**src/hw/rtl/cqmi_pkg.sv**
```systemverilog
// ----------------------------------------------------------------------------
// Cell quadratic minmod interpolator package
// Shared types, codes, the multiply step program and fixed-point helpers.
// ----------------------------------------------------------------------------
package cqmi_pkg;

  localparam int unsigned NUM_CORNERS = 4;
  localparam int unsigned STEP_W      = 6;
  localparam logic [STEP_W-1:0] LAST_STEP = 6'd35;

  localparam logic ACT_LOAD = 1'b0;
  localparam logic ACT_EVAL = 1'b1;

  localparam logic [1:0] MODE_LINEAR = 2'd0;
  localparam logic [1:0] MODE_QUAD   = 2'd1;
  localparam logic [1:0] MODE_MMEDGE = 2'd2;
  localparam logic [1:0] MODE_MMSIDE = 2'd3;

  // Mode masks: bit n enables a step in mode n.
  localparam logic [3:0] MM_ALL  = 4'b1111;
  localparam logic [3:0] MM_Q    = 4'b0010;
  localparam logic [3:0] MM_E    = 4'b0100;
  localparam logic [3:0] MM_S    = 4'b1000;
  localparam logic [3:0] MM_CORR = 4'b1110;
  localparam logic [3:0] MM_NONE = 4'b0000;

  typedef enum logic [5:0] {
    SRC_UP, SRC_UM, SRC_VP, SRC_VM,
    SRC_F0, SRC_F1, SRC_F2, SRC_F3,
    SRC_FX0, SRC_FX1, SRC_FX2, SRC_FX3,
    SRC_FY0, SRC_FY1, SRC_FY2, SRC_FY3,
    SRC_MMX01, SRC_MMX23, SRC_MMY02, SRC_MMY13,
    SRC_W0, SRC_W1, SRC_W2, SRC_W3,
    SRC_WX0, SRC_WX1, SRC_WY0, SRC_WY1,
    SRC_SDX, SRC_SDY, SRC_T, SRC_CX, SRC_CY
  } src_e;

  typedef enum logic [3:0] {
    DST_W0, DST_W1, DST_W2, DST_W3, DST_ACC, DST_SUM, DST_CX, DST_CY,
    DST_LO, DST_CXMM, DST_CYMM, DST_T, DST_TX, DST_RES
  } dst_e;

  typedef struct packed {
    logic [3:0] modes;
    src_e       a;
    src_e       b;
    dst_e       dst;
    logic       first;
  } step_t;

  typedef struct packed {
    logic  load_corner;
    logic  latch;
    logic  div_load_x;
    logic  div_load_y;
    logic  div_wb_x;
    logic  div_wb_y;
    logic  mul_issue;
    logic  mul_wb;
    step_t step;
  } cmd_t;

  typedef struct packed {
    logic bad;
    logic div_done;
  } sts_t;

  function automatic step_t mk(logic [3:0] m, src_e a, src_e b, dst_e d, logic f);
    step_t s;
    s.modes = m;
    s.a     = a;
    s.b     = b;
    s.dst   = d;
    s.first = f;
    return s;
  endfunction

  // Program of Q16.16 products. Accumulating groups open with first set and
  // close with a destination that saturates the running sum.
  function automatic step_t step_rom(logic [STEP_W-1:0] idx);
    step_t s;
    s = mk(MM_NONE, SRC_UP, SRC_VP, DST_T, 1'b0);
    case (idx)
      6'd0:  s = mk(MM_ALL, SRC_UP, SRC_VP, DST_W0, 1'b0);
      6'd1:  s = mk(MM_ALL, SRC_UM, SRC_VP, DST_W1, 1'b0);
      6'd2:  s = mk(MM_ALL, SRC_UP, SRC_VM, DST_W2, 1'b0);
      6'd3:  s = mk(MM_ALL, SRC_UM, SRC_VM, DST_W3, 1'b0);
      6'd4:  s = mk(MM_ALL, SRC_F0, SRC_W0, DST_ACC, 1'b1);
      6'd5:  s = mk(MM_ALL, SRC_F1, SRC_W1, DST_ACC, 1'b0);
      6'd6:  s = mk(MM_ALL, SRC_F2, SRC_W2, DST_ACC, 1'b0);
      6'd7:  s = mk(MM_ALL, SRC_F3, SRC_W3, DST_SUM, 1'b0);
      6'd8:  s = mk(MM_Q, SRC_FX0, SRC_W0, DST_ACC, 1'b1);
      6'd9:  s = mk(MM_Q, SRC_FX1, SRC_W1, DST_ACC, 1'b0);
      6'd10: s = mk(MM_Q, SRC_FX2, SRC_W2, DST_ACC, 1'b0);
      6'd11: s = mk(MM_Q, SRC_FX3, SRC_W3, DST_CX, 1'b0);
      6'd12: s = mk(MM_Q, SRC_FY0, SRC_W0, DST_ACC, 1'b1);
      6'd13: s = mk(MM_Q, SRC_FY1, SRC_W1, DST_ACC, 1'b0);
      6'd14: s = mk(MM_Q, SRC_FY2, SRC_W2, DST_ACC, 1'b0);
      6'd15: s = mk(MM_Q, SRC_FY3, SRC_W3, DST_CY, 1'b0);
      6'd16: s = mk(MM_E, SRC_MMX01, SRC_WX0, DST_ACC, 1'b1);
      6'd17: s = mk(MM_E, SRC_MMX23, SRC_WX1, DST_CX, 1'b0);
      6'd18: s = mk(MM_E, SRC_MMY02, SRC_WY0, DST_ACC, 1'b1);
      6'd19: s = mk(MM_E, SRC_MMY13, SRC_WY1, DST_CY, 1'b0);
      6'd20: s = mk(MM_S, SRC_FX0, SRC_WX0, DST_ACC, 1'b1);
      6'd21: s = mk(MM_S, SRC_FX2, SRC_WX1, DST_LO, 1'b0);
      6'd22: s = mk(MM_S, SRC_FX1, SRC_WX0, DST_ACC, 1'b1);
      6'd23: s = mk(MM_S, SRC_FX3, SRC_WX1, DST_CXMM, 1'b0);
      6'd24: s = mk(MM_S, SRC_FY0, SRC_WY0, DST_ACC, 1'b1);
      6'd25: s = mk(MM_S, SRC_FY1, SRC_WY1, DST_LO, 1'b0);
      6'd26: s = mk(MM_S, SRC_FY2, SRC_WY0, DST_ACC, 1'b1);
      6'd27: s = mk(MM_S, SRC_FY3, SRC_WY1, DST_CYMM, 1'b0);
      6'd28: s = mk(MM_CORR, SRC_SDX, SRC_SDX, DST_T, 1'b0);
      6'd29: s = mk(MM_CORR, SRC_T, SRC_UP, DST_T, 1'b0);
      6'd30: s = mk(MM_CORR, SRC_T, SRC_UM, DST_T, 1'b0);
      6'd31: s = mk(MM_CORR, SRC_T, SRC_CX, DST_TX, 1'b0);
      6'd32: s = mk(MM_CORR, SRC_SDY, SRC_SDY, DST_T, 1'b0);
      6'd33: s = mk(MM_CORR, SRC_T, SRC_VP, DST_T, 1'b0);
      6'd34: s = mk(MM_CORR, SRC_T, SRC_VM, DST_T, 1'b0);
      6'd35: s = mk(MM_CORR, SRC_T, SRC_CY, DST_RES, 1'b0);
      default: s = mk(MM_NONE, SRC_UP, SRC_VP, DST_T, 1'b0);
    endcase
    return s;
  endfunction

  function automatic logic signed [31:0] sat48(logic signed [47:0] v);
    logic signed [31:0] r;
    if (v > 48'sd2147483647) begin
      r = 32'sh7fffffff;
    end else if (v < -48'sd2147483648) begin
      r = 32'sh80000000;
    end else begin
      r = v[31:0];
    end
    return r;
  endfunction

  function automatic logic signed [31:0] minmod(logic signed [31:0] a,
                                                logic signed [31:0] b);
    logic signed [31:0] r;
    logic        [32:0] ma;
    logic        [32:0] mb;
    ma = a[31] ? 33'(-34'(a)) : 33'(a);
    mb = b[31] ? 33'(-34'(b)) : 33'(b);
    r  = '0;
    if ((a > 0 && b > 0) || (a < 0 && b < 0)) begin
      r = (ma < mb) ? a : b;
    end
    return r;
  endfunction

endpackage

```
**src/hw/rtl/cqmi_ctrl.sv**
```systemverilog
// ----------------------------------------------------------------------------
// Cell interpolator controller
// Mode register and the sequencer that drives the datapath.
// ----------------------------------------------------------------------------
module cqmi_ctrl (
  input  logic           clk_i,
  input  logic           rst_ni,
  input  logic           start_i,
  input  logic           action_i,
  input  logic           mode_we_i,
  input  logic [1:0]     mode_i,
  input  cqmi_pkg::sts_t sts_i,
  output cqmi_pkg::cmd_t cmd_o,
  output logic           busy_o,
  output logic           result_valid_o
);

  typedef enum logic [7:0] {
    S_IDLE  = 8'b0000_0001,
    S_CHECK = 8'b0000_0010,
    S_DIVX  = 8'b0000_0100,
    S_DIVY  = 8'b0000_1000,
    S_MOP   = 8'b0001_0000,
    S_MRUN  = 8'b0010_0000,
    S_MWB   = 8'b0100_0000,
    S_DONE  = 8'b1000_0000
  } state_e;

  state_e                            state_q, state_d;
  logic [1:0]                        mode_q;
  logic [cqmi_pkg::STEP_W-1:0]       pc_q, pc_d;
  cqmi_pkg::step_t                   step;
  logic                              step_en;

  assign step    = cqmi_pkg::step_rom(pc_q);
  assign step_en = step.modes[mode_q];

  always_comb begin
    state_d           = state_q;
    pc_d              = pc_q;
    cmd_o             = '0;
    cmd_o.step        = step;
    case (state_q)
      S_IDLE: begin
        if (start_i) begin
          if (action_i == cqmi_pkg::ACT_EVAL) begin
            cmd_o.latch = 1'b1;
            state_d     = S_CHECK;
          end else begin
            cmd_o.load_corner = 1'b1;
          end
        end
      end
      S_CHECK: begin
        if (sts_i.bad) begin
          state_d = S_DONE;
        end else begin
          cmd_o.div_load_x = 1'b1;
          state_d          = S_DIVX;
        end
      end
      S_DIVX: begin
        if (sts_i.div_done) begin
          cmd_o.div_wb_x   = 1'b1;
          cmd_o.div_load_y = 1'b1;
          state_d          = S_DIVY;
        end
      end
      S_DIVY: begin
        if (sts_i.div_done) begin
          cmd_o.div_wb_y = 1'b1;
          pc_d           = '0;
          state_d        = S_MOP;
        end
      end
      S_MOP: begin
        if (step_en) begin
          cmd_o.mul_issue = 1'b1;
          state_d         = S_MRUN;
        end else if (pc_q == cqmi_pkg::LAST_STEP) begin
          state_d = S_DONE;
        end else begin
          pc_d = pc_q + 1'b1;
        end
      end
      S_MRUN: begin
        state_d = S_MWB;
      end
      S_MWB: begin
        cmd_o.mul_wb = 1'b1;
        if (pc_q == cqmi_pkg::LAST_STEP) begin
          state_d = S_DONE;
        end else begin
          pc_d    = pc_q + 1'b1;
          state_d = S_MOP;
        end
      end
      S_DONE: begin
        state_d = S_IDLE;
      end
      default: begin
        state_d = S_IDLE;
      end
    endcase
  end

  always_ff @(posedge clk_i or negedge rst_ni) begin
    if (!rst_ni) begin
      state_q <= S_IDLE;
      pc_q    <= '0;
      mode_q  <= cqmi_pkg::MODE_LINEAR;
    end else begin
      state_q <= state_d;
      pc_q    <= pc_d;
      if (mode_we_i) begin
        mode_q <= mode_i;
      end
    end
  end

  assign busy_o         = (state_q != S_IDLE);
  assign result_valid_o = (state_q == S_DONE);

`ifndef SYNTH
  a_single_strobe: assert property (@(posedge clk_i) disable iff (!rst_ni)
    result_valid_o |=> !result_valid_o)
    else $error("result strobe lasted more than one cycle");

  a_load_stays_idle: assert property (@(posedge clk_i) disable iff (!rst_ni)
    (start_i && !busy_o && action_i == cqmi_pkg::ACT_LOAD) |=> !busy_o)
    else $error("corner load made the block busy");

  a_eval_checks: assert property (@(posedge clk_i) disable iff (!rst_ni)
    (start_i && !busy_o && action_i == cqmi_pkg::ACT_EVAL) |=> state_q == S_CHECK)
    else $error("evaluate transaction did not start the cell check");

  a_div_order: assert property (@(posedge clk_i) disable iff (!rst_ni)
    (state_q == S_DIVX && sts_i.div_done) |=> state_q == S_DIVY)
    else $error("second division did not follow the first");
`endif

endmodule

```
**config.mk**
```make
export PLATFORM = sky130hd
export DESIGN_NAME = cqmi_ctrl
export DESIGN_NICKNAME = d
export VERILOG_FILES = /design/src/hw/rtl/cqmi_pkg.sv /design/src/hw/rtl/cqmi_ctrl.sv
export SDC_FILE = /design/constraint.sdc
export NUM_CORES = 1
export LEC_CHECK = 0
export BUFFER_PORTS_ARGS = -buffer_cell sky130_fd_sc_hd__buf_2
export CAP_MARGIN = 5
export CORE_MARGIN = 8
export CORE_UTILIZATION = 53
export CTS_CLUSTER_SIZE = 24
export DETAILED_ROUTE_END_ITERATION = 8
export PLACE_DENSITY = 0.82
export SETUP_SLACK_MARGIN = 0.02
export SYNTH_ARGS = -nofsm -noshare
export SYNTH_HDL_FRONTEND = slang
export SYNTH_SLANG_ARGS = --single-unit
```
**constraint.sdc**
```tcl
create_clock -name clk_i -period 2.9 [get_ports clk_i]
set_input_delay 0.87 -clock clk_i [delete_from_list [all_inputs] [get_ports clk_i]]
set_output_delay 0.87 -clock clk_i [all_outputs]
set_load 0.02 [all_outputs]
```
==> impl_results.md, run 1 <==
- CTS max path bufs: 2
- RSZ-0062 raised after global routing: yes
- Die width: ~71 um
- # diodes: 0
- Total CTS buffers: 3
- Peak VDD IR: around 500 uV
- Run status: completed
- DRT iter0 DRCs: roughly 180
- Die Height: between 70 and 80 um
- CP Cell Sequence: or4_4, or2_4, nor3b_4, and2_4, buf_6
- Number of synthesized register bits: 16
- GP Congestion: ~0.90
- Pre-CTS setup slack: about 0.21 ns
- Max-cap violation count: 0
- GR Util All Layers: 0.180
- Startpoint types: flip-flop
- Synthesized instance count: 206
- Count leader, synth: nor2_1
- PwrDens: slightly above 300 nW/um^2
- Synth top area share: 0.234
- Clock H-tree levels: 1
- Via-to-Cell Ratio: between 5 and 6
- Die ar.: slightly above 5000 sq um
- Clk_lat worst skew: a little over 0.3 ns
- Hpwl dp: between 3000 and 4000 um
- Post-Syn Area: between 1500 and 2000 sq um
- Worst path bufs/invs: 1
- Worst min path class: input pin to asynchronous set/reset pin
- Sequential area share after synthesis: 0.250
- CORE AREA: 2950 sq um
- CP peak stage delay: about 0.53 ns
- Reg clk slew, reported paths: around 0.1 ns
- Final count of hold timing violations: 0
- Dpl cells: between 200 and 300
- CTS tree: done
- Syn nets: between 200 and 250
- List of most frequent post-synthesis cells: 25 x nor2_1, 18 x a21oi_1, 16 x nand2_1
- Layout Utilization: 0.691
- Clock sinks: 16
- CP Capture Type: output port
- Hold WS: 0.456 ns
- Period utilization: 0.994
- Synth area leader: dfrtp_1
- Final Instance Count excl. Fillers: 289
- Setup ws final: around 0.017 ns
- Static leakage: 1.02 nW
- Final clock skew: roughly 0.0066 ns
- Fmax: between 300 and 400 MHz
- Asr flop ratio synth: 1.00
- Vias in the first global route: roughly 1,600
- DR vias: about 1,700
- Max-slew violations: 0
- Nets: between 200 and 300
- Min Tclk post-route: approximately 2.9 ns
- Port bufs: 38
- Synth unique cells: 51
- Most used DFF post-synth: dfrtp_1
- Kind of critical path: flip-flop to output port
- Area Growth Syn to Fin: 27.2%
- Critical path's slowest cell: or4_4
- Synthesized area per cell: slightly below 8 sq um
- # setup viols final: 0
- Number of hold buffers added after cts: 0
- Yosys synthesis warning count: 0
- Starting Density: 0.543
- Pwr Total: 625 uW
- Crit Path Max Fanout: 2
- Drt drc: 0
- Routed length per instance: ~16 um
- IO Count: 40
- Number of synthesized flops with an enable pin: 0
- Detail Route Antenna Nets: 0
- Final wirelength: about 4700 um
- Root Driver: clkbuf_4
- Pre-antenna DRT Iters: 4
- Row cnt: 20
- Fillers: around 240
- Layout cells sized above 1: 0.371
- CP required: just over 2 ns
- Total gr overflow: 0
- Worst Path Arrival: between 2 and 2.5 ns
- Cell family with most CP delay: simple AND/OR/NAND/NOR gates
- First-pass GRT wire length: 7550 um
- Antenna violations before repair: 0
- Synth area leaders: dfrtp_1 23%, ha_1 7.0%, nor2_1 5.9%
- Pin count of the biggest net entering global routing: 21
-- per-layer routing --
| metal | up-vias | track usage | share of wire | wire length, um |
|---|---|---|---|---|
| met3 | 12 | 0.0381 | 0.063 | 297 |
| met4 | 0 | 0.0762 | 0.020 | 95 |
| li1 | 843 | - | - | - |
| met2 | 72 | 0.299 | 0.49 | 2290 |
| met5 | - | 0 | 0 | 0 |
| met1 | 789 | 0.218 | 0.43 | 2000 |
-- metrics by stage --
stage / area, sq um / setup TNS, ns
final: 2040 / 0
after floorplan: 1610 / 0
after global placement: 1860 / 0
after detailed placement: 1860 / 0
after global routing: 2040 / -0.0364
after CTS: 1950 / 0
-- power breakdown --
part / leakage (nW) / total, mW / switching (mW) / internal (mW)
registers: 0.209 / 0.256 / 0.0144 / 0.242
clock network: 0.0210 / 0.158 / 0.0815 / 0.0769
logic: 0.786 / 0.210 / 0.128 / 0.0825
total: 1.02 / 0.625 / 0.223 / 0.401
-- final timing paths --
| path | start | to | slack (ns) | cells after the start |
|---|---|---|---|---|
| worst max register to register | state_q[3] | pc_q[5] | 0.46 | 6 |
| min in group clk_i | state_q[7] | state_q[3] | 0.55 | 2 |
| worst max-delay path | state_q[3] | cmd_o[22] | 0.02 | 5 |
| max in group asynchronous | rst_ni | state_q[0] | 2.14 | 1 |
| worst min register to register | state_q[7] | state_q[3] | 0.55 | 2 |
| worst min-delay path | rst_ni | state_q[1] | 0.46 | 1 |
-- cell type report --
type                            instances  area, sq um  share of cell area
Tap cell                               33         41.3              0.0202
Multi-Input combinational cell        163         1140               0.560
Clock buffer                            4         36.3              0.0178
Sequential cell                        16          407               0.199
Timing Repair Buffer                   60          364               0.178
Inverter                               13         48.8              0.0239
-- registers in the layout, indices dropped and copies added, names as in the netlist --
register	cells
state_q	8
pc_q	6
mode_q	2
-- cell usage in the layout, fill, tap and decap left out, types with 2 or more instances in the layout --
| master | Yosys | final |
|---|---|---|
| a211oi_1 | 2 | 2 |
| a21o_1 | 3 | 3 |
| a21oi_1 | 18 | 18 |
| a2bb2oi_2 | 1 | 2 |
| and2_1 | 3 | 2 |
| and4_1 | 2 | 2 |
| and4b_1 | 2 | 2 |
| buf_2 | 0 | 36 |
| buf_4 | 3 | 23 |
| clkbuf_4 | 0 | 3 |
| dfrtp_1 | 15 | 11 |
| dfrtp_2 | 0 | 4 |
| ha_1 | 9 | 7 |
| inv_1 | 13 | 10 |
| inv_2 | 0 | 3 |
| mux2_2 | 6 | 6 |
| mux2i_1 | 6 | 6 |
| nand2_1 | 16 | 16 |
| nand2b_1 | 4 | 4 |
| nand3_1 | 4 | 4 |
| nand4_1 | 4 | 4 |
| nor2_1 | 25 | 25 |
| nor2b_1 | 5 | 5 |
| nor3_1 | 5 | 3 |
| nor3_2 | 0 | 2 |
| nor3b_1 | 4 | 3 |
| nor4_1 | 2 | 2 |
| o21ai_0 | 11 | 11 |
| o22ai_1 | 2 | 2 |
| o31ai_1 | 3 | 3 |
-- logic make-up (layout without fill, tap and decap cells) --
logic type | Yosys count | in the layout | synth area share
buf+inv | 27 | 77 | 0.0702
simple gates | 86 | 86 | 0.300
fa+ha+maj | 9 | 9 | 0.0702
xor+xnor | 1 | 1 | 0.00546
compound gates | 54 | 54 | 0.222
mux | 12 | 12 | 0.0796
flops | 16 | 16 | 0.250
other cells | 1 | 1 | 0.00234
-- timing repair --
item                                    4_1_cts  5_1_grt
gates resized for setup                       6       14
buffers inserted                              6        5
hold endpoints to repair                      0        0
endpoints found under the setup margin        4        8
pin swaps                                     0        4
(Power assumes the default switching activity.)
==> run 2, diff against run 1 <==
CORE_UTILIZATION = 50   (was 53)
PLACE_DENSITY = 0.78   (was 0.82)
clock period = 2.8 ns   (was 2.9 ns; I/O delays follow)
==> run 2 against run 1 <==
Combinational power barely moved. Count of clock-buffer cells in the layout did not move. Clock power barely moved. Die area rose by 4.6%. Core utilization fell by 1.8 points. Critical endpoint unchanged. Non-clock buffer count fell by 1. Clock skew fell by 0.0035 ns. Flip-flop and latch count did not move. Global-route usage fell by 1.3 points. Critical path type unchanged.
==> impl_results.md, run 2 (synthesized netlist as in run 1, its figures left out) <==
- Peak VDD IR: 373 uV (was 499 uV)
- Antenna violations before repair: 0 (unchanged)
- Clock sinks: 16 (unchanged)
- Port bufs: 38 (unchanged)
- Largest register by flop count: state_q (unchanged)
- Routed length per instance: 15.1 um (was 16.2 um)
- DR vias: 1,738 (was 1,716)
- GR Util All Layers: 0.167 (was 0.180)
- Worst Path Arrival: 1.95 ns (was 2.01 ns)
- Min Tclk post-route: between 2 and 3 ns
- DP Area: 1890 sq um (was 1860 sq um)
- Max-cap violation count: 0 (unchanged)
- Post-route cell area: 2050 sq um (was 2040 sq um)
- PwrDens: 308 nW/um^2 (was 306 nW/um^2)
- CP Cell Sequence: or4_4, or2_4, nor3b_4, and2_4, buf_6 (unchanged)
- Reg clk slew, reported paths: 0.10 ns (about the same)
- Worst min path class: input pin to asynchronous set/reset pin (unchanged)
- Commonest non-fill, non-tap cell in the layout: buf_2 (unchanged)
- Hold WS: 0.452 ns (was 0.456 ns)
- Detail Route Antenna Nets: 0 (unchanged)
- RR Startpoint: state_q[3] (unchanged)
- Flip-flop count of the largest register after layout: 8 (unchanged)
- Total CTS buffers: 3 (unchanged)
- Top Registers: state_q (8), pc_q (6), mode_q (2) (unchanged)
- Pre-antenna DRT Iters: 4 (unchanged)
- Vias in the first global route: 1,603 (was 1,643)
- Critical path's slowest cell: or4_4 (unchanged)
- Final wirelength: 4520 um (was 4680 um)
- CORE AREA: 3050 sq um (was 2950 sq um)
- DRT iter0 DRCs: 167 (was 183)
- # diodes: 0 (unchanged)
- Clock H-tree levels: 1 (unchanged)
- IO Count: 40 (unchanged)
- # setup viols final: 0 (unchanged)
- Crit Path Max Fanout: 2 (unchanged)
- Pin count of the biggest net entering global routing: 22 (was 21)
- Die width: 72.6 um (was 71.0 um)
- Nets: 274 (was 275)
- Root Driver: clkbuf_4 (unchanged)
- Final count of hold timing violations: 0 (unchanged)
- Period utilization: 0.996
- Fmax: 359 MHz
- Drt drc: 0 (unchanged)
- Reg-to-Reg End: pc_q[5] (unchanged)
- CTS max path bufs: 2 (unchanged)
- RSZ-0062 raised after global routing: yes (unchanged)
- Max-slew violations: 0 (unchanged)
- CP Capture Type: output port (unchanged)
- Reg2Reg Depth: 6 (unchanged)
- Startpoint types: flip-flop (unchanged)
- CP peak stage delay: 0.52 ns (was 0.53 ns)
- Clk_lat worst skew: 0.29 ns (was 0.31 ns)
- Worst R2R Setup Slack: 0.42 ns (was 0.46 ns)
- Row cnt: 20 (unchanged)
- Hpwl dp: 3290 um (was 3250 um)
- Final clock skew: 0.00301 ns (was 0.00656 ns)
- Die Height: 72.6 um (was 71.0 um)
- CP required: 1.96 ns (was 2.03 ns)
- Layout cells sized above 1: 0.376 (was 0.371)
- First-pass GRT wire length: 7310 um (was 7550 um)
- Kind of critical path: flip-flop to output port (unchanged)
- Die ar.: 5280 sq um (was 5040 sq um)
- GP Congestion: 0.873 (was 0.902)
- CTS tree: done (unchanged)
- Static leakage: 1.02 nW (about the same)
- Area Growth Syn to Fin: 28.1% (was 27.2%)
- Run status: completed (unchanged)
- Commonest non-fill, non-tap cells in the layout: 36 x buf_2, 24 x nor2_1, 22 x buf_4 (was 36 x buf_2, 25 x nor2_1, 23 x buf_4)
- Via-to-Cell Ratio: 5.81 (was 5.94)
- Total gr overflow: 0 (unchanged)
- Starting Density: 0.525 (was 0.543)
==> run 2: through the flow <==
stage / TNS (ns) / std cells / setup WS (ns) / total power [mW] / util
floorplan: 0 / 206 / 0.0791 / 0.404 / -
global placement: 0 / 287 / 0.171 / 0.453 / 0.619
detailed placement: 0 / 287 / 0.145 / 0.455 / 0.619
CTS: 0 / 295 / 0.0119 / 0.617 / 0.647
global route: -0.0535 / 299 / -0.0535 / 0.661 / 0.673
finish: 0 / 299 / 0.0119 / 0.634 / 0.673
==> run 2: metal layers <==
metal  GRT usage  up-vias  share of wire
li1            -      840              -
met1       0.200      799           0.42
met2       0.285       91           0.49
met3      0.0412        8          0.083
met4      0.0467        0         0.0084
met5           0        -              0
==> run 2: worst max path at each step <==
stage / startpoint / endpoint / slack, ns / depth (start not counted)
after floorplan: pc_q[3] / cmd_o[22] / 0.08 / 7
after global placement: state_q[2] / cmd_o[22] / 0.17 / 5
after detailed placement: state_q[2] / cmd_o[22] / 0.14 / 5
after CTS: pc_q[2] / cmd_o[22] / 0.01 / 7
after global routing: state_q[7] / cmd_o[22] / -0.05 / 5
final: state_q[3] / cmd_o[22] / 0.01 / 5
==> run 2: worst max-delay path, delay by kind of cell (launching register included) <==
kind	cells	cell delay, ns
buf+inv	1	0.11
flops	1	0.41
simple gates	4	1.14
==> run 2: area by class of cell <==
class / instances / area [sq um]
well taps: 44 / 55.1
repair buffers: 59 / 357
multi-input cells: 163 / 1150
flip-flops and latches: 16 / 405
fillers: 272 / 998
inverters: 13 / 48.8
clock buffers: 4 / 36.3
==> run 2: where the power goes <==
part	leakage (nW)	total, mW	switching [mW]	internal [mW]
logic	0.792	0.211	0.130	0.0805
clock network	0.0210	0.155	0.0757	0.0792
registers	0.210	0.268	0.0171	0.251
total	1.02	0.634	0.223	0.411
==> run 2: repair_timing <==
action | in CTS | in global routing
hold buffers | 0 | 0
resized for setup | 7 | 15
pin swaps | 4 | 4
setup endpoints to repair | 3 | 13
buffers inserted | 4 | 4
==> run 3, diff against run 2 <==
RECOVER_POWER = 100   (was not set)
==> run 3 against run 2 <==
Clock skew rose by 0.0024 ns. Clock power barely moved. Critical path type unchanged. Count of clock-buffer cells in the layout unchanged. Global-route usage is the same. Critical path depth unchanged. Power fell by 1.6%. Flip-flop and latch count did not move. Largest cell class unchanged. Highest routed layer unchanged.
==> impl_results.md, run 3 (synthesized netlist as in run 1, its figures left out) <==
- Period utilization: 0.994 (was 0.996)
- Cell internal pwr: 406 uW (was 411 uW)
- Power share of the combinational group: 0.331 (was 0.333)
- Pin count of the biggest net entering global routing: 22 (unchanged)
- Clk_lat worst skew: 0.29 ns (about the same)
- CP Cell Sequence: or4_4, or2_4, nor3b_4, and2_4, buf_6 (unchanged)
- Detail Route Antenna Nets: 0 (unchanged)
- Worst min path class: flip-flop to flip-flop (was input pin to asynchronous set/reset pin)
- Final wirelength: 4490 um (was 4520 um)
- NetSw: 218 uW (was 223 uW)
- Final Instance Count excl. Fillers: 299 (unchanged)
- DRT iter0 DRCs: 155 (was 167)
- Min Tclk post-route: 2.78 ns (was 2.79 ns)
- DR vias: 1,708 (was 1,738)
- Layout cells sized above 1: 0.361 (was 0.376)
- Setup ws final: 0.0156 ns (was 0.0119 ns)
- Largest register by flop count: state_q (unchanged)
- Clk pwr share: 0.246 (was 0.244)
- Commonest non-fill, non-tap cell in the layout: buf_2 (unchanged)
- CORE AREA: 3050 sq um (unchanged)
- Kind of critical path: flip-flop to output port (unchanged)
- GP Congestion: 0.873 (unchanged)
- Die ar.: 5280 sq um (unchanged)
- Area Growth Syn to Fin: 27.5% (was 28.1%)
- Vias in the first global route: 1,603 (unchanged)
- Nets: 274 (unchanged)
- Clock sinks: 16 (unchanged)
- PwrDens: 305 nW/um^2 (was 308 nW/um^2)
- Pwr Total: 623 uW (was 634 uW)
- Row cnt: 20 (unchanged)
- Sequential Power Share: 0.423 (about the same)
- Slew @ Worst Pin: 0.889 ns
- CP Capture Type: output port (unchanged)
- Crit path from: state_q[3] (unchanged)
- TNS Setup: 0 ns (unchanged)
- Static leakage: 1.02 nW (about the same)
- GR Util All Layers: 0.167 (unchanged)
- Pre-antenna DRT Iters: 4 (unchanged)
- Pre-CTS setup slack: 0.145 ns (unchanged)
- Via-to-Cell Ratio: 5.71 (was 5.81)
- First-pass GRT wire length: 7310 um (unchanged)
- Max-slew violations: 0 (unchanged)
- Starting Density: 0.525 (unchanged)
- Final clock skew: 0.00541 ns (was 0.00301 ns)
- Critical path's slowest cell: or4_4 (unchanged)
- Worst path bufs/invs: 1 (unchanged)
- Top Registers: state_q (8), pc_q (6), mode_q (2) (unchanged)
- DP Area: 1890 sq um (unchanged)
- Total CTS buffers: 3 (unchanged)
- Crit Path Max Fanout: 2 (unchanged)
- Startpoint types: flip-flop (unchanged)
- Max-cap violation count: 0 (unchanged)
- Antenna violations before repair: 0 (unchanged)
- Number of hold buffers added after cts: 0 (unchanged)
- Peak VDD IR: 368 uV (was 373 uV)
- Dpl cells: 287 (unchanged)
- CTS max path bufs: 2 (unchanged)
- Flip-flop count of the largest register after layout: 8 (unchanged)
- Worst Path Arrival: 1.94 ns (was 1.95 ns)
- Post-route cell area: 2050 sq um (about the same)
- Root Driver: clkbuf_4 (unchanged)
- Die width: 72.6 um (unchanged)
- Slew margin rel.: 0.407
- IO Count: 40 (unchanged)
- Routed length per instance: 15.0 um (was 15.1 um)
- Switching share of power: 0.349 (was 0.352)
- CP required: 1.96 ns (about the same)
- Run status: completed (unchanged)
- RSZ-0062 raised after global routing: yes (unchanged)
- Port bufs: 38 (unchanged)
- Commonest non-fill, non-tap cells in the layout: 34 x buf_2, 24 x nor2_1, 22 x buf_4 (was 36 x buf_2, 24 x nor2_1, 22 x buf_4)
- Cell family with most CP delay: simple AND/OR/NAND/NOR gates (unchanged)
- Drt drc: 0 (unchanged)
- Total gr overflow: 0 (unchanged)
- Fmax: 359 MHz (about the same)
- Min-delay src: state_q[7]
- Clock H-tree levels: 1 (unchanged)
- # setup viols final: 0 (unchanged)
- RR Startpoint: state_q[3] (unchanged)
- Hpwl dp: 3290 um (unchanged)
- Reg clk slew, reported paths: 0.10 ns (about the same)
- Die Height: 72.6 um (unchanged)
- CTS tree: done (unchanged)
- Final count of hold timing violations: 0 (unchanged)
- # diodes: 0 (unchanged)
- CP peak stage delay: 0.52 ns (about the same)
[run 3: layout make-up]
class / instances / area (sq um)
multi-input combinational: 163 / 1150
sequential: 16 / 405
tap: 44 / 55.1
fill: 272 / 1010
timing repair buffer: 59 / 354
clock buffer: 4 / 36.3
inverter: 13 / 48.8
[run 3: layer usage]
layer	track usage	part of all wire
met5	0	0
met3	0.0412	0.074
met1	0.200	0.43
met2	0.285	0.48
met4	0.0467	0.011
[run 3: what timing repair did]
action,CTS,global route
endpoints found under the hold margin,0,0
buffers inserted,4,4
gates resized for setup,7,15
setup endpoints to repair,3,13
pin swaps,4,4
[run 3: tightest hold or removal path, stage by stage, from the launching register on]
cell,delay (ns)
dfrtp_1,0.36
buf_4,0.13
nor4_1,0.05
[run 3: power by group through the flow]
| stage | Clock (mW) | Combinational, mW | Sequential [mW] |
|---|---|---|---|
| final | 0.153 | 0.206 | 0.263 |
| after global routing | 0.165 | 0.225 | 0.265 |
| after CTS | 0.155 | 0.197 | 0.265 |
| after detailed placement | 0 | 0.185 | 0.270 |
| after global placement | 0 | 0.184 | 0.269 |
| after floorplan | 0 | 0.138 | 0.266 |
[run 3: final timing paths]
path	slack (ns)	end	cells past startpoint
min reg2reg	0.57	state_q[3]	2
min in group asynchronous	0.64	state_q[7]	1
max	0.02	cmd_o[22]	5
max in group asynchronous	1.55	state_q[3]	1
min	0.57	state_q[3]	2
max reg2reg	0.42	pc_q[5]	6
[run 3: per-stage QoR]
step	hold slack [ns]	utilization
after floorplan	0.469	-
after global placement	0.541	0.619
after detailed placement	0.552	0.619
after CTS	0.458	0.647
after global routing	0.597	0.670
final	0.567	0.670
